--- src/ciss_pkg.sv ---
// ----------------------------------------------------------------------------
// Case-insensitive substring search package
// Shared constants, types and the letter case fold used by the search block.
// ----------------------------------------------------------------------------
`default_nettype none

package ciss_pkg;

	// Pattern capacity and buffer bound.
	localparam int MAX_PATTERN = 8;
	localparam int MAX_BUFFER  = 65536;

	// Characters actually held: the pattern register carries at most eight.
	localparam int PAT_CAP = (MAX_PATTERN < 8) ? MAX_PATTERN : 8;

	// Field and register widths.
	localparam int BYTE_W     = 8;
	localparam int PATTERN_W  = 64;
	localparam int LEN_W      = 4;
	localparam int OFFSET_W   = 17;
	localparam int CNT_W      = $clog2(MAX_BUFFER + 1);
	localparam int CFG_IDX_W  = 4;
	localparam int CFG_DATA_W = 64;

	// Configuration register indexes.
	localparam logic [CFG_IDX_W-1:0] REG_PATTERN_BYTES  = CFG_IDX_W'(0);
	localparam logic [CFG_IDX_W-1:0] REG_PATTERN_LENGTH = CFG_IDX_W'(1);

	typedef logic [BYTE_W-1:0]             byte_t;
	typedef logic [PAT_CAP-1:0][BYTE_W-1:0] window_t;

	// Map upper-case ASCII letters onto lower case; other bytes pass as they are.
	function automatic byte_t fold_case(input byte_t c);
		byte_t r;
		r = c;
		if (c >= 8'h41 && c <= 8'h5A) begin
			r = c + 8'h20;
		end
		return r;
	endfunction

endpackage

`default_nettype wire

--- src/ciss_if.sv ---
// ----------------------------------------------------------------------------
// Search block channel interfaces
// Valid/ready channels for the byte stream and for the search results.
// ----------------------------------------------------------------------------
`default_nettype none

interface ciss_byte_if;
	import ciss_pkg::*;

	logic  valid;
	logic  ready;
	byte_t data_byte;
	logic  last_byte;

	modport source (output valid, output data_byte, output last_byte, input ready);
	modport sink   (input valid, input data_byte, input last_byte, output ready);
endinterface

interface ciss_result_if;
	import ciss_pkg::*;

	logic                valid;
	logic                ready;
	logic                found;
	logic [OFFSET_W-1:0] end_offset;

	modport source (output valid, output found, output end_offset, input ready);
	modport sink   (input valid, input found, input end_offset, output ready);
endinterface

`default_nettype wire

--- src/ciss_window_cmp.sv ---
// ----------------------------------------------------------------------------
// Window compare
// Compares the newest bytes of the window with the pattern, letters folded,
// for every possible length in parallel, and picks the active length.
// ----------------------------------------------------------------------------
`default_nettype none

module ciss_window_cmp
(
	input  ciss_pkg::window_t                  window,
	input  logic [ciss_pkg::PATTERN_W-1:0]     pattern,
	input  logic [ciss_pkg::LEN_W-1:0]         len,
	output logic                               match
);
	import ciss_pkg::*;

	logic [PAT_CAP-1:0] len_ok;

	// Pattern character k lines up with the byte taken len-1-k transfers ago.
	always_comb begin
		for (int l = 0; l < PAT_CAP; l++) begin
			len_ok[l] = 1'b1;
			for (int k = 0; k < PAT_CAP; k++) begin
				if (k <= l) begin
					if (fold_case(pattern[k*BYTE_W +: BYTE_W]) !=
					    fold_case(window[l-k])) begin
						len_ok[l] = 1'b0;
					end
				end
			end
		end
	end

	// Select the result for the active length.
	always_comb begin
		match = 1'b0;
		for (int l = 0; l < PAT_CAP; l++) begin
			if (len == LEN_W'(l + 1)) begin
				match = len_ok[l];
			end
		end
	end

endmodule

`default_nettype wire

--- src/case_insensitive_substring_search.sv ---
// ----------------------------------------------------------------------------
// Case-insensitive substring search
// Finds the first occurrence of a 1 to 8 byte pattern in a byte stream.
// ----------------------------------------------------------------------------
// The block takes one byte per cycle on the stream channel, the final byte
// of a buffer marked by last_byte. A byte is held in the input
// register, where the shifted window is compared against the pattern with
// ASCII letters folded to one case; the outcome lands in the result
// register, and the sustained rate is one byte per cycle while results are
// taken. Each buffer yields exactly one result: found with the offset just
// past the first match, or not-found on the final byte. Bytes after a match
// up to the end of the buffer yield nothing. The byte count saturates at
// the buffer bound. Configuration is to be written between buffers through
// the plain write port; the block does not enforce this. Index 0 is the
// packed pattern, index 1 the pattern length (0 reads as 1, above 8 as 8).
`default_nettype none

module case_insensitive_substring_search
(
	input  logic                               clk,
	input  logic                               arst_n,
	input  logic                               cfg_we,
	input  logic [ciss_pkg::CFG_IDX_W-1:0]     cfg_index,
	input  logic [ciss_pkg::CFG_DATA_W-1:0]    cfg_data,
	ciss_byte_if.sink                          stream,
	ciss_result_if.source                      result
);
	import ciss_pkg::*;

	// Configuration registers.
	logic [PATTERN_W-1:0] pattern_q;
	logic [LEN_W-1:0]     plen_q;

	// Input register.
	logic  valid_s1;
	byte_t data_s1;
	logic  last_s1;

	// Per-buffer search state.
	window_t          recent_q;
	logic [CNT_W-1:0] seen_q;
	logic             reported_q;

	// Result register.
	logic                out_valid_q;
	logic                found_q;
	logic [OFFSET_W-1:0] offset_q;

	window_t          window_nxt;
	logic [CNT_W-1:0] seen_nxt;
	logic [LEN_W-1:0] len;
	logic             match;
	logic             hit;
	logic             emit;
	logic             out_free;
	logic             s1_go;

	// Configuration writes.
	always_ff @(posedge clk or negedge arst_n) begin
		if (!arst_n) begin
			pattern_q <= '0;
			plen_q    <= LEN_W'(1);
		end else if (cfg_we) begin
			if (cfg_index == REG_PATTERN_BYTES) begin
				pattern_q <= PATTERN_W'(cfg_data);
			end else if (cfg_index == REG_PATTERN_LENGTH) begin
				plen_q <= cfg_data[LEN_W-1:0];
			end
		end
	end

	// Active pattern length, clamped to the range the window holds.
	always_comb begin
		if (plen_q == '0) begin
			len = LEN_W'(1);
		end else if (plen_q > LEN_W'(PAT_CAP)) begin
			len = LEN_W'(PAT_CAP);
		end else begin
			len = plen_q;
		end
	end

	// Window after the byte in the input register is shifted in.
	always_comb begin
		window_nxt[0] = data_s1;
		for (int k = 1; k < PAT_CAP; k++) begin
			window_nxt[k] = recent_q[k-1];
		end
	end

	assign seen_nxt = (seen_q == CNT_W'(MAX_BUFFER)) ? seen_q : seen_q + CNT_W'(1);

	ciss_window_cmp u_cmp (
		.window  (window_nxt),
		.pattern (pattern_q),
		.len     (len),
		.match   (match)
	);

	// A byte produces a result on the first match or at the end of the buffer.
	assign hit      = !reported_q && (seen_nxt >= CNT_W'(len)) && match;
	assign emit     = !reported_q && (hit || last_s1);
	assign out_free = !out_valid_q || result.ready;
	assign s1_go    = valid_s1 && (!emit || out_free);

	assign stream.ready = !valid_s1 || s1_go;

	// Input register.
	always_ff @(posedge clk or negedge arst_n) begin
		if (!arst_n) begin
			valid_s1 <= 1'b0;
		end else if (stream.ready) begin
			valid_s1 <= stream.valid;
		end
	end

	always_ff @(posedge clk) begin
		if (stream.valid && stream.ready) begin
			data_s1 <= stream.data_byte;
			last_s1 <= stream.last_byte;
		end
	end

	// Search state advances as each byte leaves the input register.
	always_ff @(posedge clk or negedge arst_n) begin
		if (!arst_n) begin
			recent_q   <= '0;
			seen_q     <= '0;
			reported_q <= 1'b0;
		end else if (s1_go) begin
			if (last_s1) begin
				recent_q   <= '0;
				seen_q     <= '0;
				reported_q <= 1'b0;
			end else if (!reported_q) begin
				recent_q <= window_nxt;
				seen_q   <= seen_nxt;
				if (hit) begin
					reported_q <= 1'b1;
				end
			end
		end
	end

	// Result register holds a result until its transfer completes.
	always_ff @(posedge clk or negedge arst_n) begin
		if (!arst_n) begin
			out_valid_q <= 1'b0;
		end else if (s1_go && emit) begin
			out_valid_q <= 1'b1;
		end else if (result.ready) begin
			out_valid_q <= 1'b0;
		end
	end

	always_ff @(posedge clk) begin
		if (s1_go && emit) begin
			found_q  <= hit;
			offset_q <= hit ? OFFSET_W'(seen_nxt) : '0;
		end
	end

	assign result.valid      = out_valid_q;
	assign result.found      = found_q;
	assign result.end_offset = offset_q;

endmodule

`default_nettype wire
--- src/flat_wrapper.sv ---
// flat-port wrapper written by rule: the top's interface ports become plain ports
module case_insensitive_substring_search_flat import ciss_pkg::*;
  (clk, arst_n, cfg_we, cfg_index, cfg_data, stream_valid, stream_data_byte, stream_last_byte, stream_ready, result_valid, result_found, result_end_offset, result_ready);
  ciss_byte_if stream_i ();
  ciss_result_if result_i ();
  input  logic clk;
  input  logic arst_n;
  input  logic cfg_we;
  input  logic [ciss_pkg::CFG_IDX_W-1:0] cfg_index;
  input  logic [ciss_pkg::CFG_DATA_W-1:0] cfg_data;
  input wire logic [$bits(stream_i.valid)-1:0] stream_valid;
  input wire logic [$bits(stream_i.data_byte)-1:0] stream_data_byte;
  input wire logic [$bits(stream_i.last_byte)-1:0] stream_last_byte;
  output wire logic [$bits(stream_i.ready)-1:0] stream_ready;
  output wire logic [$bits(result_i.valid)-1:0] result_valid;
  output wire logic [$bits(result_i.found)-1:0] result_found;
  output wire logic [$bits(result_i.end_offset)-1:0] result_end_offset;
  input wire logic [$bits(result_i.ready)-1:0] result_ready;
  assign stream_i.valid = stream_valid;
  assign stream_i.data_byte = stream_data_byte;
  assign stream_i.last_byte = stream_last_byte;
  assign stream_ready = stream_i.ready;
  assign result_valid = result_i.valid;
  assign result_found = result_i.found;
  assign result_end_offset = result_i.end_offset;
  assign result_i.ready = result_ready;
  case_insensitive_substring_search u_core (.clk(clk), .arst_n(arst_n), .cfg_we(cfg_we), .cfg_index(cfg_index), .cfg_data(cfg_data), .stream(stream_i), .result(result_i));
endmodule
--- config.mk ---
export PLATFORM = sky130hd
export DESIGN_NAME = case_insensitive_substring_search_flat
export DESIGN_NICKNAME = d
export VERILOG_FILES = /design/src/ciss_pkg.sv /design/src/ciss_if.sv /design/src/ciss_window_cmp.sv /design/src/case_insensitive_substring_search.sv /design/src/flat_wrapper.sv
export SDC_FILE = /design/constraint.sdc
export NUM_CORES = 1
export LEC_CHECK = 0
export ABC_AREA = 0
export BUFFER_PORTS_ARGS = -buffer_cell sky130_fd_sc_hd__buf_2
export CAP_MARGIN = 20
export CORE_MARGIN = 8
export CORE_UTILIZATION = 40
export CTS_BUF_LIST = sky130_fd_sc_hd__clkbuf_8
export CTS_CLUSTER_DIAMETER = 120
export DETAILED_ROUTE_END_ITERATION = 12
export PLACE_DENSITY_LB_ADDON = 0.3
export SLEW_MARGIN = 20
export SYNTH_ARGS = -nofsm -noshare
export SYNTH_HDL_FRONTEND = slang
export SYNTH_HIERARCHICAL = 1
export SYNTH_SLANG_ARGS = --single-unit
--- constraint.sdc ---
create_clock -name clk -period 4.93 [get_ports clk]
set_clock_uncertainty 0.1 [all_clocks]
set_input_delay 0.7395 -clock clk [delete_from_list [all_inputs] [get_ports clk]]
set_output_delay 0.7395 -clock clk [all_outputs]
set_load 0.05 [all_outputs]
; ---- Word level (Yosys, flattened, before mapping)
; Cells that the tools add are included.
[totals]
register_bits = 171
in_bits = 82
output_inout_bits = 20
elab_cells = 224
[op_classes]
add_sub_neg = 17
n_lt_le_gt_ge = 34
n_eq_ne = 47
n_mux = 72
bitwise_logic = 1
n_reduce_logical = 36
[op_table]
columns = cell, count
row1 = $ne A8 B8 Y1, 36
row2 = $add A8 B6 Y8 const B, 16
row3 = $ge A8 B7 Y1 const B, 16
row4 = $le A8 B7 Y1 const B, 16
row5 = $mux W8, 16
row6 = $mux W56, 2
row7 = $mux W17, 3
row8 = $mux W1, 49
row9 = $logic_and A1 B1 Y1, 22
row10 = $add A17 B1 Y17 const B, 1
row11 = $eq A17 B17 Y1 const B, 1
row12 = $ge A17 B4 Y1, 1
row13 = $eq A4 B3 Y1 const B, 4
row14 = $eq A4 B1 Y1 const B, 2
row15 = $eq A4 B2 Y1 const B, 2
row16 = $logic_not A4 Y1, 2
row17 = $mux W4, 2
row18 = $eq A4 B4 Y1 const B, 1
row19 = $gt A4 B4 Y1 const B, 1
row20 = $logic_not A1 Y1, 4
row21 = $logic_or A1 B1 Y1, 4
row22 = $reduce_and A2 Y1, 2
row23 = $reduce_and A3 Y1, 1
row24 = $ne A2 B1 Y1 const B, 1
row25 = other kinds (2), 2

; ---- Logic depth before layout (Yosys ltp)
; Gate-level depths: netlist of run 1.
[depth]
depth_word = 21
ltp_mapped = 18
depth_no_buf = 16

; ---- Cells and area by module
; Netlist of run 1, hierarchy kept.
[by_module_without_submodules]
columns = module, n_inst, cells_per_inst, area_each_um2, seq_area_each_um2
row1 = case_insensitive_substring_search, 1, 535, 7124.3, 4415.5
row2 = ciss_window_cmp, 1, 666, 4998.5, 0.0

; ---- Worst setup path before layout of run 1
; No wires, ideal clock.
[synth_path]
path_kind = flip-flop to flip-flop
start = register u_core.seen_q[0]
end = register u_core.offset_q[0] (netlist: u_core/result.end_offset[0]), enable pin
setup_time_ns = 0.416
arrival_time_ns = 4.069
required_ns = 4.414
slack_ns = 0.345
stages_incl_launch_ff = 16
n_path_buf = 0
synth_period_minus_slack_ns = 4.585
path_cell_list = dfrtp_1 -> inv_1 -> ha_1 -> nor4bb_1 -> nand4_1 -> a21oi_1 -> inv_1 -> ha_1 -> nand2_1 -> or4b_1 -> a21oi_1 -> or4b_1 -> nor4_4 -> nand2_2 -> a21oi_1 -> nor3_1
[synth_via]
elab_chain_cells = 11
elab_cells_between_ends = 12
classes_between = add/sub: 1 / order compare: 1 / eq/ne: 1 / mux: 1 / reduce/logical: 8
[synth_rtl]
columns = item, line_no
row1 = "start, declared", case_insensitive_substring_search.sv:41  ; logic [CNT_W-1:0] seen_q;
row2 = "start signal, assigned", case_insensitive_substring_search.sv:137  ; seen_q <= seen_nxt;
row3 = $add A17 B1 Y17 / $eq A17 B17 Y1 (equally long branches), case_insensitive_substring_search.sv:91  ; assign seen_nxt = (seen_q == CNT_W'(MAX_BUFFER)) ? seen_q : seen_q + CNT_W'(1);
row4 = $mux W17 (*), case_insensitive_substring_search.sv:91
row5 = via u_core.seen_nxt[1], case_insensitive_substring_search.sv:50  ; logic [CNT_W-1:0] seen_nxt;
row6 = $ge A17 B4 Y1 (*), case_insensitive_substring_search.sv:101  ; assign hit = !reported_q && (seen_nxt >= CNT_W'(len)) && match;
row7 = $logic_and A1 B1 Y1 (*) (2 in series), case_insensitive_substring_search.sv:101
row8 = $logic_or A1 B1 Y1 (*), case_insensitive_substring_search.sv:102  ; assign emit = !reported_q && (hit || last_s1);
row9 = $logic_and A1 B1 Y1 (*), case_insensitive_substring_search.sv:102
row10 = $logic_not A1 Y1, case_insensitive_substring_search.sv:104  ; assign s1_go = valid_s1 && (!emit || out_free);
row11 = $logic_or A1 B1 Y1, case_insensitive_substring_search.sv:104
row12 = $logic_and A1 B1 Y1, case_insensitive_substring_search.sv:104
row13 = $logic_and A1 B1 Y1 (*), case_insensitive_substring_search.sv:157  ; if (s1_go && emit) begin
row14 = "end signal, assigned", case_insensitive_substring_search.sv:159  ; offset_q <= hit ? OFFSET_W'(seen_nxt) : '0;
row15 = "end, declared", case_insensitive_substring_search.sv:47  ; logic [OFFSET_W-1:0] offset_q;
; The timed path passes the listed nets; every way through them passes the cells marked *.
; A chain may end at the register's enable or synchronous reset.

; ---- Final worst setup path of run 1
[layout_path]
start = register u_core.seen_q[0]
end = output stream_ready
[layout_via]
elab_chain_cells = 11
elab_cells_between_ends = 12
classes_between = add/sub: 1 / order compare: 1 / eq/ne: 1 / mux: 1 / reduce/logical: 8
[layout_rtl]
columns = item, line_no
row1 = $add A17 B1 Y17 / $eq A17 B17 Y1 (equally long branches), case_insensitive_substring_search.sv:91
row2 = $mux W17 (*), case_insensitive_substring_search.sv:91
row3 = via u_core.seen_nxt[3], case_insensitive_substring_search.sv:50
row4 = $ge A17 B4 Y1 (*), case_insensitive_substring_search.sv:101
row5 = $logic_and A1 B1 Y1 (*) (2 in series), case_insensitive_substring_search.sv:101
row6 = $logic_or A1 B1 Y1 (*), case_insensitive_substring_search.sv:102
row7 = $logic_and A1 B1 Y1 (*), case_insensitive_substring_search.sv:102
row8 = $logic_not A1 Y1 (*), case_insensitive_substring_search.sv:104
row9 = $logic_or A1 B1 Y1 (*), case_insensitive_substring_search.sv:104
row10 = $logic_and A1 B1 Y1 (*), case_insensitive_substring_search.sv:104
row11 = $logic_or A1 B1 Y1 (*), case_insensitive_substring_search.sv:106  ; assign stream.ready = !valid_s1 || s1_go;
row12 = "end, declared", flat_wrapper.sv:14  ; output wire logic [$bits(stream_i.ready)-1:0] stream_ready;
; Marked as above.

==> impl_summary.md, run 1 <==
Synth
Averaged over all synthesized cells, the footprint is 10.1 um2. Counting flops with an async set or reset pin after synthesis yields a share of 0.842. Of the total synthesized cell area, the portion taken by full adders, half adders and majority gates is 0.0225. During synthesis, Yosys emitted a total of 6 warnings. Counting flops with a built-in enable in the synthesized netlist gives 27.

After synthesis, the share of cell area in mux cells is 0.0632. The leading register cell type out of synthesis is sky130_fd_sc_hd__dfrtp_1. The count of different cell masters after synthesis is 78.

The share of the synthesized area in compound gates (AO/OA/AOI/OAI) is 0.130. The share of synthesized area occupied by flip-flops and latches is 0.364. The number of flip-flops and latches in the synthesized netlist is approximately 170. The main combinational cell family by area after synthesis is XOR/XNOR gates.

The area of the mapped netlist is roughly 12000 um2. Synthesis produced a netlist with a net count of 1304. In the synthesized netlist, the number of instances is 1201. The basic-gate share of the synthesized area counting and, or, nand and nor cells is 0.148. Of the total synthesized cell area, the portion taken by XOR and XNOR cells is 0.217.

Layout
At the end of the flow the core is filled with cells to 0.467. The number of nets in the final layout is 1402. The area of the multi-input gates is slightly above 7000 um2. The most common library cell in the layout ignoring fill and taps is sky130_fd_sc_hd__xnor2_1.

Fill cells in the final layout number 2754. The final antenna diode count is 0. Of the cells placed in the final design, the portion with a size suffix greater than 1 is 0.283. Summing all flip-flop and latch instances after layout gives 4430 um2. Relative to the synthesized area, the layout overhead comes to 14.6%.

The library cells used most frequently in the layout, excluding fill and tap cells, are 182 x sky130_fd_sc_hd__xnor2_1, 129 x sky130_fd_sc_hd__dfrtp_1, 114 x sky130_fd_sc_hd__xor2_1, 99 x sky130_fd_sc_hd__buf_2, 78 x sky130_fd_sc_hd__buf_4.

Timing
Timing would allow up to around 210 MHz. The worst pin sits at a relative slew slack of 0.408. The number of hold-slack violations in the final timing report came to 0. The max-slew violation total from the final report is 0. Setup slack closes at 0.161 ns. Setup violations remaining at the end of the flow were counted as 0.

The transition time of the tightest slew-check pin is approximately 0.89 ns. Dividing the final minimum period by the clock period gives 0.967. The routed design could run at a clock period as short as roughly 4.8 ns.

Clocking
The clock insertion delay at the later pin of the skew report is between 0.4 and 0.5 ns. In this run the clock root is driven by a sky130_fd_sc_hd__clkbuf_8. The number of buffers between clock root and the deepest sink is 2.

The H-tree generated during clock tree synthesis spans 4 levels. Clock-pin slew was measured on the worst setup and hold paths at about 0.09 ns. The clock net in this run drives a total of 171 sinks.

After clock tree synthesis, the flow added hold-fix buffers numbering 0. Clock tree synthesis inserted a total of 17 buffers. TritonCTS built the clock tree.

Global routing
Entering global routing, the biggest net connects 110 pins. The wire length of the first global-routing pass is 58100 um. The initial antenna violation count is 0. The number of global-route vias before repair was 9594. After global routing the overflow that remains totals 0.

The global routing usage summed across all routing layers is 0.208.

Worst setup path
In this design, the stage delay of the slowest critical-path cell is 0.51 ns. Data on the critical path is required at its endpoint by just over 4 ns. The type of origin of the critical path is a flip-flop. The number of buffers and inverters on the critical path is 3. The classification of the worst setup path is reg -> out. The largest delay contributor family on the critical path is simple AND/OR/NAND/NOR gates.

The data arrival time at the worst-slack endpoint is 3.93 ns. The peak fanout along the critical path is 4. The signal on the critical path passes through buf_4, and2_1, nand2_1, xor2_1, inv_1, ha_1, or3b_1, or4b_4, nor4_4, nand2_2, a21oi_2, or3_1, buf_6. The slowest stage of the critical path is the sky130_fd_sc_hd__or4b_4 cell. The worst setup path is captured at an output pin.

Route
The routed wire length is around 38000 um. The routed via count is between 9000 and 10000. After the first detailed-routing iteration, the DRC count stood at approximately 1000. Detailed routing placed a total of between 2000 and 2500 um of wire on met3. After detailed routing, the wire length on met1 is around 16000 um. The sum of met2 wire segment lengths after detailed routing is between 15000 and 20000 um. The number of antenna-violating nets in the routed design is 0. The average wire per standard cell is 22.2 um. In the routed design, unresolved DRC markers number 0. The iteration count of the initial detailed-routing pass is 7.

The detail-routed via count per cell is 5.71. The highest routed metal layer is met4.

Pwr
The analysis attributes to net switching a power of ~2000 uW. For this design the ratio of total power to cell area is 369 nW/um2. The largest voltage drop on the vdd net is 0.291 mV. The clock group share of total power is 0.212. The analysis attributes to cell leakage a power of approximately 0.0056 uW. The internal power is between 3000 and 4000 uW. Of the total power, the share spent switching nets is 0.393. The proportion of power drawn by flip-flops and latches is 0.394.

The part of the power in combinational logic is 0.395.

Floorplanning
The row count is 63. The die height is 190 um. The core region area is 29700 um2. The floorplan step defined a die boundary enclosing between 30000 and 40000 um2. The horizontal die dimension is around 190 um. The initial utilization of the core area, before any placement, comes to 0.408. For this design the top-level I/O count stands at roughly 100.

Worst hold path
In this run the worst hold path is classified as in -> async.

Placement
At the placement stage, the worst setup path has a slack of between 0.4 and 0.5 ns. The half-perimeter wire length of the detailed placement result is between 20000 and 30000 um. In this run the tool buffered the top-level ports with 101 buffer cells. The congestion estimate from routability-driven global placement came to around 1.0.

Run status
The run finished with clean final reports.

Run
The max capacitance violation total is 0.
-- final cells by class --
| class | instances | area share |
|---|---|---|
| well taps | 390 | 0.0351 |
| repair buffers | 184 | 0.0868 |
| clock inverters | 12 | 0.0115 |
| multi-input cells | 891 | 0.519 |
| clock buffers | 19 | 0.0188 |
| flip-flops and latches | 171 | 0.319 |
| inverters | 34 | 0.00919 |
-- stage by stage --
step | hold WS, ns | total power (uW) | area [um2] | TNS (ns) | instances
detailed placement | 0.399 | 3900 | 13100 | 0 | 1649
global route | 0.297 | 5390 | 13900 | -0.00676 | 1701
floorplan | 0.344 | 3340 | 12100 | 0 | 1201
CTS | 0.294 | 5010 | 13600 | 0 | 1681
finish | 0.261 | 5120 | 13900 | 0 | 1701
global placement | 0.395 | 3880 | 13100 | 0 | 1649
-- registers in the layout, summed over array words and instances (netlist names) --
register	flops
u_core/result.valid	1
u_core/result.end_offset	17
u_core/plen_q	4
u_core/result.found	1
u_core/last_s1	1
u_core/seen_q	17
u_core/reported_q	1
u_core/recent_q	56
u_core/valid_s1	1
u_core/pattern_q	64
u_core/data_s1	8
-- routing by layer --
layer | vias up | GRT usage
met3 | 80 | 0.0364
met4 | 0 | 0.0836
met2 | 380 | 0.327
li1 | 4466 | -
met1 | 4795 | 0.279
met5 | - | 0
-- Yosys cell counts (all sizes together) (5+ instances only) --
| cell type | instances | area (um2) |
|---|---|---|
| ha | 21 | 263 |
| o21ai | 5 | 25.0 |
| nand2 | 48 | 183 |
| a221o | 7 | 70.1 |
| inv | 34 | 128 |
| a31oi | 18 | 183 |
| a22o | 58 | 508 |
| xnor2 | 185 | 1620 |
| nor3 | 46 | 245 |
| nor4 | 45 | 339 |
| mux2 | 68 | 766 |
| dfrtp | 143 | 3580 |
| edfxtp | 27 | 811 |
| a21oi | 36 | 195 |
| xor2 | 115 | 1010 |
| a21bo | 11 | 110 |
| nand4 | 62 | 409 |
| or3 | 6 | 37.5 |
| clkbuf | 46 | 183 |
| a41oi | 10 | 118 |
| a21o | 6 | 45.0 |
| nor2b | 6 | 37.5 |
| buf | 59 | 344 |
| nor2 | 58 | 218 |
| nand3 | 18 | 120 |
| a2bb2oi | 14 | 141 |
-- worst paths after layout --
check / from / to / slack (ns) / cells past startpoint
max: u_core/seen_q[0] / stream_ready / 0.16 / 13
min: arst_n / u_core/pattern_q[53] / 0.26 / 1
max reg2reg: u_core/seen_q[0] / u_core/recent_q[19] / 0.53 / 16
min reg2reg: u_core/valid_s1 / u_core/reported_q / 0.41 / 1
max in group asynchronous: arst_n / u_core/plen_q[0] / 3.37 / 2
min in group clk: stream_data_byte[4] / u_core/data_s1[4] / 0.33 / 1
-- worst reg2reg max path, cell delays in order (launching register included) --
cell and delay, ns:
sky130_fd_sc_hd__dfrtp_2 0.42, sky130_fd_sc_hd__buf_4 0.16, sky130_fd_sc_hd__and2_1 0.22, sky130_fd_sc_hd__nand2_1 0.10, sky130_fd_sc_hd__xor2_1 0.29, sky130_fd_sc_hd__inv_1 0.16
sky130_fd_sc_hd__ha_1 0.28, sky130_fd_sc_hd__or3b_1 0.42, sky130_fd_sc_hd__or4b_4 0.51, sky130_fd_sc_hd__nor4_4 0.33, sky130_fd_sc_hd__nand2_2 0.12, sky130_fd_sc_hd__buf_4 0.15
sky130_fd_sc_hd__buf_4 0.12, sky130_fd_sc_hd__a21bo_2 0.29, sky130_fd_sc_hd__buf_12 0.21, sky130_fd_sc_hd__buf_4 0.18, sky130_fd_sc_hd__a22o_1 0.23
-- power by group through the flow --
stage | Sequential [uW] | Combinational [uW] | Clock (uW)
4_1_cts | 2010 | 1880 | 1130
5_1_grt | 2040 | 2170 | 1180
3_3_place_gp | 2030 | 1840 | 0
3_5_place_dp | 2040 | 1860 | 0
2_1_floorplan | 1790 | 1560 | 0
6_report | 2020 | 2020 | 1080
-- cell families after synthesis --
group	after synthesis
AOI/OAI and AO/OA	186
xor gates and xnor gates	300
adders and majority gates	22
buffers and inverters	139
DFF	171
muxes	68
and+or+nand+nor	315
-- what timing repair did --
action | in CTS | in global routing
setup buffers | 1 | 20
resized for setup | 3 | 40
endpoints found under the setup margin | 1 | 1
pin swaps | 1 | 7
cloned | 0 | 0
Power figures use the tool's default switching activity.
==> run 2, diff against run 1 <==
--- a/config.mk
+++ b/config.mk
@@ -17,5 +17,4 @@
 export SLEW_MARGIN = 20
 export SYNTH_ARGS = -nofsm -noshare
 export SYNTH_HDL_FRONTEND = slang
-export SYNTH_HIERARCHICAL = 1
 export SYNTH_SLANG_ARGS = --single-unit
==> impl_summary.md, run 2 <==
Global routing
The wire length of the first global-routing pass is 57200 um (-1.5%). The maximum number of pins on one net before global-route repair is 99 (-10%). The global routing usage summed across all routing layers is 0.203 (-0.00488). The number of global-route vias before repair came to 9815 (+2.3%). The initial antenna violation count is 0 (unchanged). The overall overflow remaining after global route came to 0 (unchanged).

Clocking
TritonCTS built the clock tree. The clock-pin slew reported for the worst setup and hold paths after clock tree synthesis is 0.10 ns (about the same). The TritonCTS buffer count came to 17 (unchanged). The count of H-tree levels built during CTS was 4 (unchanged). The root buffer cell is sky130_fd_sc_hd__clkbuf_8. The number of sinks on the clock net is 171 (unchanged). The number of buffers between clock root and the deepest sink is 2 (unchanged). The clock insertion delay at the later pin of the skew report is 0.48 ns (about the same).

Layout
In the layout the commonest cells are 157 x sky130_fd_sc_hd__xnor2_1, 145 x sky130_fd_sc_hd__xor2_1, 138 x sky130_fd_sc_hd__dfrtp_1, 99 x sky130_fd_sc_hd__buf_2, 95 x sky130_fd_sc_hd__buf_4. The most common library cell in the layout ignoring fill and taps is sky130_fd_sc_hd__xnor2_1. The count of filler cells inserted in the layout was 2810 (+2.0%). The final design area excluding fillers came to 13700 um2 (-1.6%). The sequential cell area is 4420 um2 (-0.25%). The share of post-route cells with drive strength above 1 is 0.259 (-0.0235). Counting flops per register, the top entry is u_core.pattern_q. The post-layout utilization of the core is 0.464 (-0.00376). The number of nets in the final layout is 1413 (+0.78%).

From synthesis to final layout, the design area changed by 14.8%. The largest registers in the layout are u_core.pattern_q (64), u_core.recent_q (56). The final antenna diode count came to 0 (unchanged). The area of the multi-input gates came to 7000 um2 (-3.0%). The number of flip-flops in the largest register is 64 (unchanged).

Synth
Yosys instantiated no cell more often than sky130_fd_sc_hd__xnor2_1. Sorting the synthesized cells by area gives the leading types as sky130_fd_sc_hd__dfrtp_1 30%, sky130_fd_sc_hd__xnor2_1 12%, sky130_fd_sc_hd__xor2_1 11%, sky130_fd_sc_hd__edfxtp_1 6.8%, sky130_fd_sc_hd__mux2_2 5.3%. The number of enable flip-flop cells after synthesis is 27 (unchanged). The share of flip-flops with an asynchronous set or reset was 0.842 (unchanged).

The number of flip-flops and latches in the synthesized netlist is 171 (unchanged). The area of the mapped netlist was 11900 um2 (-1.8%). The count of different cell masters after synthesis came to 73 (-6.4%). The number of instances in the synthesized netlist was 1198 (-0.25%). After synthesis, the most frequently instantiated cells are 157 x sky130_fd_sc_hd__xnor2_1, 145 x sky130_fd_sc_hd__xor2_1, 143 x sky130_fd_sc_hd__dfrtp_1.

sky130_fd_sc_hd__dfrtp_1 takes more of the synthesized area than any other cell. The area share of the leading cell type in the synthesized netlist was 0.301 (+0.00537). The total nets after synthesis is 1302 (-0.15%).

Among all flip-flop cells after synthesis, the most frequent one is sky130_fd_sc_hd__dfrtp_1. The share of synthesized area occupied by flip-flops and latches was 0.371 (+0.00662). The total number of yosys warnings is 0 (-6). The per-instance average area after synthesis is 9.94 um2 (-1.5%).

Timing
The transition time of the tightest slew-check pin came to 0.891 ns (+0.00240 ns). The worst max-slew margin expressed relative to the limit came to 0.406 (-0.00160). Setup repair after global routing could not meet its margin everywhere. The final clock period utilization by the worst path was 0.984 (+0.0163).

The time the final worst path needs with I/O delays and setup is 4.85 ns (+0.0804 ns). The number of hold-slack violations in the final timing report is 0 (unchanged). The max-slew violation total from the final report is 0 (unchanged). The maximum achievable frequency is 206 MHz (-1.7%). The total setup violations reported at the end of the flow is 0 (unchanged).

Floorplanning
The area of the die is 35500 um2 (-1.6%). The row count is 63 (unchanged). The core region area came to 29500 um2 (-0.80%). The starting utilization of the core area is 0.404 (-0.00407). The horizontal die dimension came to 189 um (-0.82%). The die height is 189 um (-0.82%). The number of ports placed on the die boundary is 102 (unchanged).

Route
The detail-routed via count per cell is 5.60 (-2.0%). The average wire per standard cell is 21.2 um (-4.5%). The routed via count was 9590 (-1.3%). The iteration count of the initial detailed-routing pass is 5 (-2). The number of antenna-violating nets in the routed design is 0 (unchanged). The detailed router's first-iteration violation count is 742 (-26%). The routed wire length is 36200 um (-3.9%). The number of remaining DRC errors was 0 (unchanged).

Worst setup path
The largest stage delay on the critical path is 0.56 ns (+0.05 ns). Walking the worst path, the cells encountered are or4_4, nor4_4, buf_4, inv_2, nand4_1, xor2_1, inv_1, ha_4, and4_4, nor2_2, a22oi_1, o32ai_1, a31oi_1, o21ai_1, a211oi_2, inv_1, buf_6. The count of buffer and inverter cells on the critical path is 5 (+2).

The type of origin of the critical path is a flip-flop. The data arrival time at the worst-slack endpoint came to 4.01 ns (+0.08 ns). The type of destination of the critical path is an output pin.

The number of cells on the worst reg-to-reg path is 17 (+1). The classification of the worst setup path is reg -> out. The critical path startpoint is u_core.seen_q[5]. The cell that appears most often on the critical path is sky130_fd_sc_hd__inv_1. The worst path required time is 4.09 ns (about the same). The slowest cell on the critical path is sky130_fd_sc_hd__or4_4. The reg-to-reg setup timing slack is 0.46 ns (-0.07 ns). The worst register-to-register path ends at u_core.data_s1[4]. The peak fanout along the critical path is 6 (+2). On the critical path the largest part of the delay comes from simple AND/OR/NAND/NOR gates. The start of the worst register-to-register path is u_core.seen_q[5].

Pwr
The power per unit of standard cell area is 389 nW/um2 (+5.4%). The total power came to 5310 uW (+3.7%). The largest voltage drop on the vdd net is 0.249 mV (-14%). The leakage power of the design is 0.00578 uW (+3.3%).

Worst hold path
The type of the worst min-delay path is in -> async.

Placement
The final RePlAce weighted congestion came to 0.977 (-6.5%). The count of buffers from port buffering is 101 (unchanged). The total placed instance area is 13000 um2 (-0.71%). The half-perimeter wire length of the detailed placement result is 26700 um (-3.5%).

Run status
The flow ran to the end, and the final reports show no timing, DRC or antenna violations.

Run
The max capacitance violation total is 0 (unchanged).
[run 2: changes by cell type in the layout (fill, tap and decap cells not counted), sizes merged, moves of 7 or more]
cell / before / now
nand3: 18 / 29
o21ai: 5 / 20
mux2: 68 / 56
xor2: 115 / 145
nand4: 62 / 43
or4: 2 / 10
inv: 39 / 49
nor3: 46 / 36
nor4: 45 / 38
a2bb2oi: 14 / 6
xnor2: 185 / 157
buf: 183 / 197
a21oi: 36 / 23
[run 2: repair_timing]
item                                    CTS  global route
pin swaps                                 3            11
gates resized for setup                   9            27
hold buffers                              0             0
endpoints found under the setup margin    1            10
buffers inserted                          7             9
[run 2: cell families (layout without fill, tap and decap cells)]
kind of cell             after synthesis  count (layout)  synth area share
buffers and inverters                145             269            0.0543
flip-flops                           171             171             0.371
AO/OA/AOI/OAI                        196             196             0.137
adder cells (fa/ha/maj)               22              22            0.0231
XOR/XNOR                             302             302             0.222
multiplexers                          58              58            0.0546
AND/OR/NAND/NOR                      304             304             0.138
[run 2: power breakdown]
| part | switching, uW | leakage (uW) | internal [uW] | total, uW |
|---|---|---|---|---|
| registers | 374 | 0.00213 | 1630 | 2010 |
| clock network | 583 | 0.000188 | 400 | 984 |
| logic | 1280 | 0.00346 | 1040 | 2320 |
| total | 2230 | 0.00578 | 3080 | 5310 |
[run 2: final cells by class]
| class | count | area share |
|---|---|---|
| multi-input cells | 882 | 0.512 |
| repair buffers | 197 | 0.0915 |
| clock inverters | 15 | 0.00915 |
| well taps | 390 | 0.0357 |
| clock buffers | 17 | 0.0171 |
| inverters | 40 | 0.0110 |
| flip-flops and latches | 171 | 0.324 |
[run 2: how the worst max path moves through the flow]
stage                                        endpoint  slack (ns)  cells past startpoint
after global routing                     stream_ready       -0.15                     17
after CTS                                stream_ready      0.0008                     17
final                                    stream_ready        0.08                     17
after detailed placement                 stream_ready        0.28                     11
after floorplan           u_core.result.end_offset[0]        0.24                     17
after global placement                   stream_ready        0.37                     17
[run 2: stage by stage]
step / hold slack (ns) / setup WS [ns] / setup TNS [ns] / instances
2_1_floorplan: 0.344 / 0.242 / 0 / 1198
3_3_place_gp: 0.400 / 0.370 / 0 / 1664
5_1_grt: 0.308 / -0.145 / -0.145 / 1712
3_5_place_dp: 0.409 / 0.276 / 0 / 1664
6_report: 0.249 / 0.0807 / 0 / 1712
4_1_cts: 0.284 / 0.000759 / 0 / 1703
[run 2: per-layer routing]
metal | wire length [um] | track usage | vias up
li1 | - | - | 4461
met1 | 16200 | 0.272 | 4708
met2 | 16600 | 0.318 | 351
met3 | 2120 | 0.0353 | 70
met4 | 1300 | 0.0857 | 0
met5 | 0 | 0 | -
==> run 3, diff against run 2 <==
--- a/config.mk
+++ b/config.mk
@@ -5,8 +5,8 @@
 export SDC_FILE = /design/constraint.sdc
 export NUM_CORES = 1
 export LEC_CHECK = 0
-export ABC_AREA = 0
-export BUFFER_PORTS_ARGS = -buffer_cell sky130_fd_sc_hd__buf_2
+export ABC_AREA = 1
+export BUFFER_PORTS_ARGS = -buffer_cell sky130_fd_sc_hd__clkbuf_2
 export CAP_MARGIN = 20
 export CORE_MARGIN = 8
 export CORE_UTILIZATION = 40
==> impl_summary.md, run 3 <==
Run status
The run finished with clean final reports.

Timing
Setup repair after global routing left no endpoint under its margin. The max-slew violation total from the final report was 0 (unchanged). The final-layout setup total negative slack is 0 ns (unchanged). The number of hold-slack violations in the final timing report is 0 (unchanged).

The final clock period utilization by the worst path is 0.947 (-0.0368). The time the final worst path needs with I/O delays and setup was 4.67 ns (-0.181 ns). The total setup violations reported at the end of the flow is 0 (unchanged). The worst max-slew margin expressed relative to the limit came to 0.340 (-0.0657).

The maximum achievable frequency is 214 MHz (+3.9%). The final hold slack came to 0.158 ns (-0.0907 ns). The transition time of the tightest slew-check pin is 0.990 ns (+0.0986 ns).

Synth
The share of flip-flops with an asynchronous set or reset is 0.842 (unchanged). The top cell type by total area after synthesis is sky130_fd_sc_hd__dfrtp_1. The share of synthesized area occupied by flip-flops and latches is 0.334 (-0.0373). The total nets after synthesis is 2094 (+61%). In the post-synthesis netlist, the cell with the most instances is sky130_fd_sc_hd__nand2_1. The number of enable flip-flop cells after synthesis is 27 (unchanged).

The number of instances in the synthesized netlist came to 1990 (+66%). The area of the mapped netlist is 13200 um2 (+11%). The total number of yosys warnings is 0 (unchanged). The number of flip-flops and latches in the synthesized netlist is 171 (unchanged). The leading register cell type out of synthesis is sky130_fd_sc_hd__dfrtp_1. The commonest cells after synthesis are 608 x sky130_fd_sc_hd__nand2_1, 312 x sky130_fd_sc_hd__nor2_1, 187 x sky130_fd_sc_hd__inv_1.

The count of different cell masters after synthesis is 41 (-44%). The per-instance average area after synthesis is 6.65 um2 (-33%). The area share of the leading cell type in the synthesized netlist came to 0.270 (-0.0303).

By area the synthesized netlist is led by sky130_fd_sc_hd__dfrtp_1 27%, sky130_fd_sc_hd__nand2_1 17%, sky130_fd_sc_hd__nor2_1 8.8%, sky130_fd_sc_hd__edfxtp_1 6.1%, sky130_fd_sc_hd__nand4_1 5.7%.

Worst setup path
The worst path required time is 4.09 ns (about the same). The critical register-to-register path endpoint is u_core.reported_q. The type of origin of the critical path is a flip-flop. The largest stage delay on the critical path is 0.46 ns (-0.10 ns). The start of the worst register-to-register path is u_core.seen_q[10]. The data arrival time at the worst-slack endpoint is 3.83 ns (-0.18 ns). The slowest stage of the critical path belongs to the cell sky130_fd_sc_hd__nor4_1.

The worst setup path is of the reg -> out kind. STA classifies the critical path endpoint as an output pin. The peak fanout along the critical path came to 5 (-1). The cell that appears most often on the critical path is sky130_fd_sc_hd__nand4_1.

The signal on the critical path passes through nor4_1, nand4_1, nand2_1, xor2_1, inv_1, ha_1, a21oi_1, o21ai_0, nand3_1, nand4_1, nor2_1, nand4_1, nor2_1, nor2_2, nand2_4, nand2_4, nand3_1, clkbuf_4. The reg-to-reg setup timing slack is 0.76 ns (+0.30 ns). The count of buffer and inverter cells on the critical path is 2 (-3).

In this design, the largest share of critical-path delay is due to simple AND/OR/NAND/NOR gates. The number of cells on the worst reg-to-reg path is 21 (+4).

Clocking
The count of H-tree levels built during CTS is 4 (unchanged). The number of buffers inserted by hold repair at cts is 0 (unchanged). The clock insertion delay at the later pin of the skew report came to 0.50 ns (+0.02 ns). The number of sinks on the clock net is 171 (unchanged). The clock tree from TritonCTS is built. The root buffer cell is sky130_fd_sc_hd__clkbuf_8. The TritonCTS buffer count is 17 (unchanged).

The clock-pin slew reported for the worst setup and hold paths after clock tree synthesis is 0.10 ns (about the same). The number of buffers between clock root and the deepest sink is 2 (unchanged). The post-CTS setup buffer count was 0 (-7).

Layout
Leaving out fill and tap cells, the most frequent cells in the layout are 607 x sky130_fd_sc_hd__nand2_1, 312 x sky130_fd_sc_hd__nor2_1, 187 x sky130_fd_sc_hd__inv_1, 142 x sky130_fd_sc_hd__dfrtp_1, 121 x sky130_fd_sc_hd__nand4_1. More flip-flops sit in one register than any other, and that register is u_core.pattern_q. The number of nets in the final layout came to 2140 (+51%).

Leaving out fill and tap cells, the most frequent cell in the layout is sky130_fd_sc_hd__nand2_1. The number of flip-flops in the largest register is 64 (unchanged). The post-layout utilization of the core is 0.444 (-0.0195). The final antenna diode count is 0 (unchanged). The count of filler cells inserted in the layout came to 3534 (+26%). In the final layout, the registers with the most flip-flops are u_core.pattern_q (64), u_core.recent_q (56). The share of post-route cells with drive strength above 1 is 0.112 (-0.148). Relative to the synthesized area, the layout overhead comes to 9.16%.

Route
The number of antenna-violating nets in the routed design came to 0 (unchanged). The routed via count was 13600 (+42%). The routed wire length is 52400 um (+45%). The average wire per standard cell is 21.0 um (-0.55%). The detailed router's first-iteration violation count is 1452 (+96%). The detail-routed via count per cell came to 5.46 (-2.5%).

The number of remaining DRC errors is 0 (unchanged). The iteration count of the initial detailed-routing pass is 8 (+3).

Pwr
The power per unit of standard cell area came to 445 nW/um2 (+14%). The net load switching power is 3260 uW (+46%). The internal power is 3170 uW (+3.0%). The part of the power in combinational logic is 0.487 (+0.050). The clock group share of total power is 0.164 (-0.021). The leakage power of the design was 0.00722 uW (+25%).

The largest voltage drop on the vdd net is 0.240 mV (-3.5%). The total power is 6430 uW (+21%). The proportion of power drawn by flip-flops and latches is 0.349 (-0.029). The fraction of power spent switching nets is 0.507 (+0.0861).

Placement
The final RePlAce weighted congestion was 1.07 (+9.9%). The count of buffers from port buffering was 101 (unchanged). The half-perimeter wire length of the detailed placement result is 39800 um (+49%).

Floorplanning
The core region area is 32500 um2 (+10%). The starting utilization of the core area is 0.407 (+0.00303). The number of ports placed on the die boundary is 102 (unchanged). The area of the die is 39200 um2 (+10%).

The row count came to 66 (+4.8%). The horizontal die dimension is 198 um (+5.0%). The die height is 198 um (+5.0%).

Global routing
The number of global-route vias before repair is 12800 (+30%). The global routing usage summed across all routing layers is 0.268 (+0.0656). The initial antenna violation count is 0 (unchanged).

The wire length of the first global-routing pass came to 79600 um (+39%). The overall overflow remaining after global route was 0 (unchanged). The maximum number of pins on one net before global-route repair was 91 (-8.1%).

Worst hold path
The type of the worst min-delay path is in -> async.

Run
The max capacitance violation total was 0 (unchanged).
## run 3: changes by cell type in the layout (fill, tap and decap cells not counted), moves of 60 or more
cell / change
sky130_fd_sc_hd__xor2_1: -82
sky130_fd_sc_hd__nand4_1: +78
sky130_fd_sc_hd__inv_1: +147
sky130_fd_sc_hd__nor2_1: +256
sky130_fd_sc_hd__a22o_1: -60
sky130_fd_sc_hd__buf_4: -60
sky130_fd_sc_hd__xnor2_1: -81
sky130_fd_sc_hd__nand2_1: +564
sky130_fd_sc_hd__buf_2: -99
sky130_fd_sc_hd__clkbuf_2: +99
## run 3: kinds of logic (layout without fill, tap and decap cells)
family,after synthesis,in the layout,share of synthesized area
xor+xnor,139,139,0.0920
simple gates,1187,1187,0.380
fa+ha+maj,22,22,0.0208
mux,18,18,0.0153
compound gates,140,140,0.0587
flops,171,171,0.334
buf+inv,313,371,0.100
## run 3: metrics by stage
stage,instance area (um2),std cells,setup WS (ns)
detailed placement,14000,2458,0.832
floorplan,13200,1990,1.16
global placement,14000,2458,0.797
CTS,14400,2489,0.258
global route,14500,2490,0.0168
finish,14500,2490,0.262
## run 3: repair_timing
action,4_1_cts,5_1_grt
endpoints found under the hold margin,0,0
endpoints found under the setup margin,0,1
gates resized for setup,0,2
## run 3: worst max path at each step
stage / from / to / slack [ns] / depth (start not counted)
after floorplan: u_core.seen_q[0] / stream_ready / 1.16 / 20
after global placement: u_core.recent_q[26] / stream_ready / 0.80 / 18
after detailed placement: u_core.seen_q[0] / stream_ready / 0.83 / 21
after CTS: u_core.seen_q[0] / stream_ready / 0.26 / 21
after global routing: u_core.seen_q[0] / stream_ready / 0.02 / 21
final: u_core.seen_q[10] / stream_ready / 0.26 / 18
## run 3: power groups by stage
stage	Clock [uW]	Sequential [uW]	Combinational [uW]
2_1_floorplan	0	2020	2260
3_3_place_gp	0	2250	3050
3_5_place_dp	0	2250	3050
4_1_cts	1080	2220	3070
5_1_grt	1120	2270	3420
6_report	1050	2250	3130
## run 3: layout make-up
class	count	area, um2	area share
clock buffer	17	234	0.0162
timing repair buffer	138	812	0.0562
tap	442	553	0.0383
inverter	202	758	0.0525
clock inverter	14	165	0.0114
sequential	171	4420	0.306
multi-input combinational	1506	7510	0.520
## run 3: routing by layer
layer  share of wire  vias to the layer above  global-route usage
met3           0.095                      105              0.0542
li1                -                     6413                   -
met2            0.44                      681               0.407
met5               0                        -                   0
met4           0.040                        0               0.111
met1            0.43                     6404               0.368
## run 3: worst reg2reg max path: stages (launching register included)
cell and delay (ns):
sky130_fd_sc_hd__dfrtp_1 0.45, sky130_fd_sc_hd__nor4_1 0.46, sky130_fd_sc_hd__nand4_1 0.26, sky130_fd_sc_hd__nand2_1 0.16, sky130_fd_sc_hd__xor2_1 0.25, sky130_fd_sc_hd__inv_1 0.07, sky130_fd_sc_hd__ha_1 0.30, sky130_fd_sc_hd__a21oi_1 0.11
sky130_fd_sc_hd__o21ai_0 0.09, sky130_fd_sc_hd__nand3_1 0.09, sky130_fd_sc_hd__nand4_1 0.09, sky130_fd_sc_hd__nor2_1 0.11, sky130_fd_sc_hd__nand4_1 0.13, sky130_fd_sc_hd__nor2_1 0.16, sky130_fd_sc_hd__nor2_2 0.07, sky130_fd_sc_hd__nand2_4 0.08
sky130_fd_sc_hd__nand2_4 0.07, sky130_fd_sc_hd__nand2_4 0.08, sky130_fd_sc_hd__buf_4 0.62, sky130_fd_sc_hd__nand2_1 0.15, sky130_fd_sc_hd__nand2_1 0.08, sky130_fd_sc_hd__o21ai_0 0.07
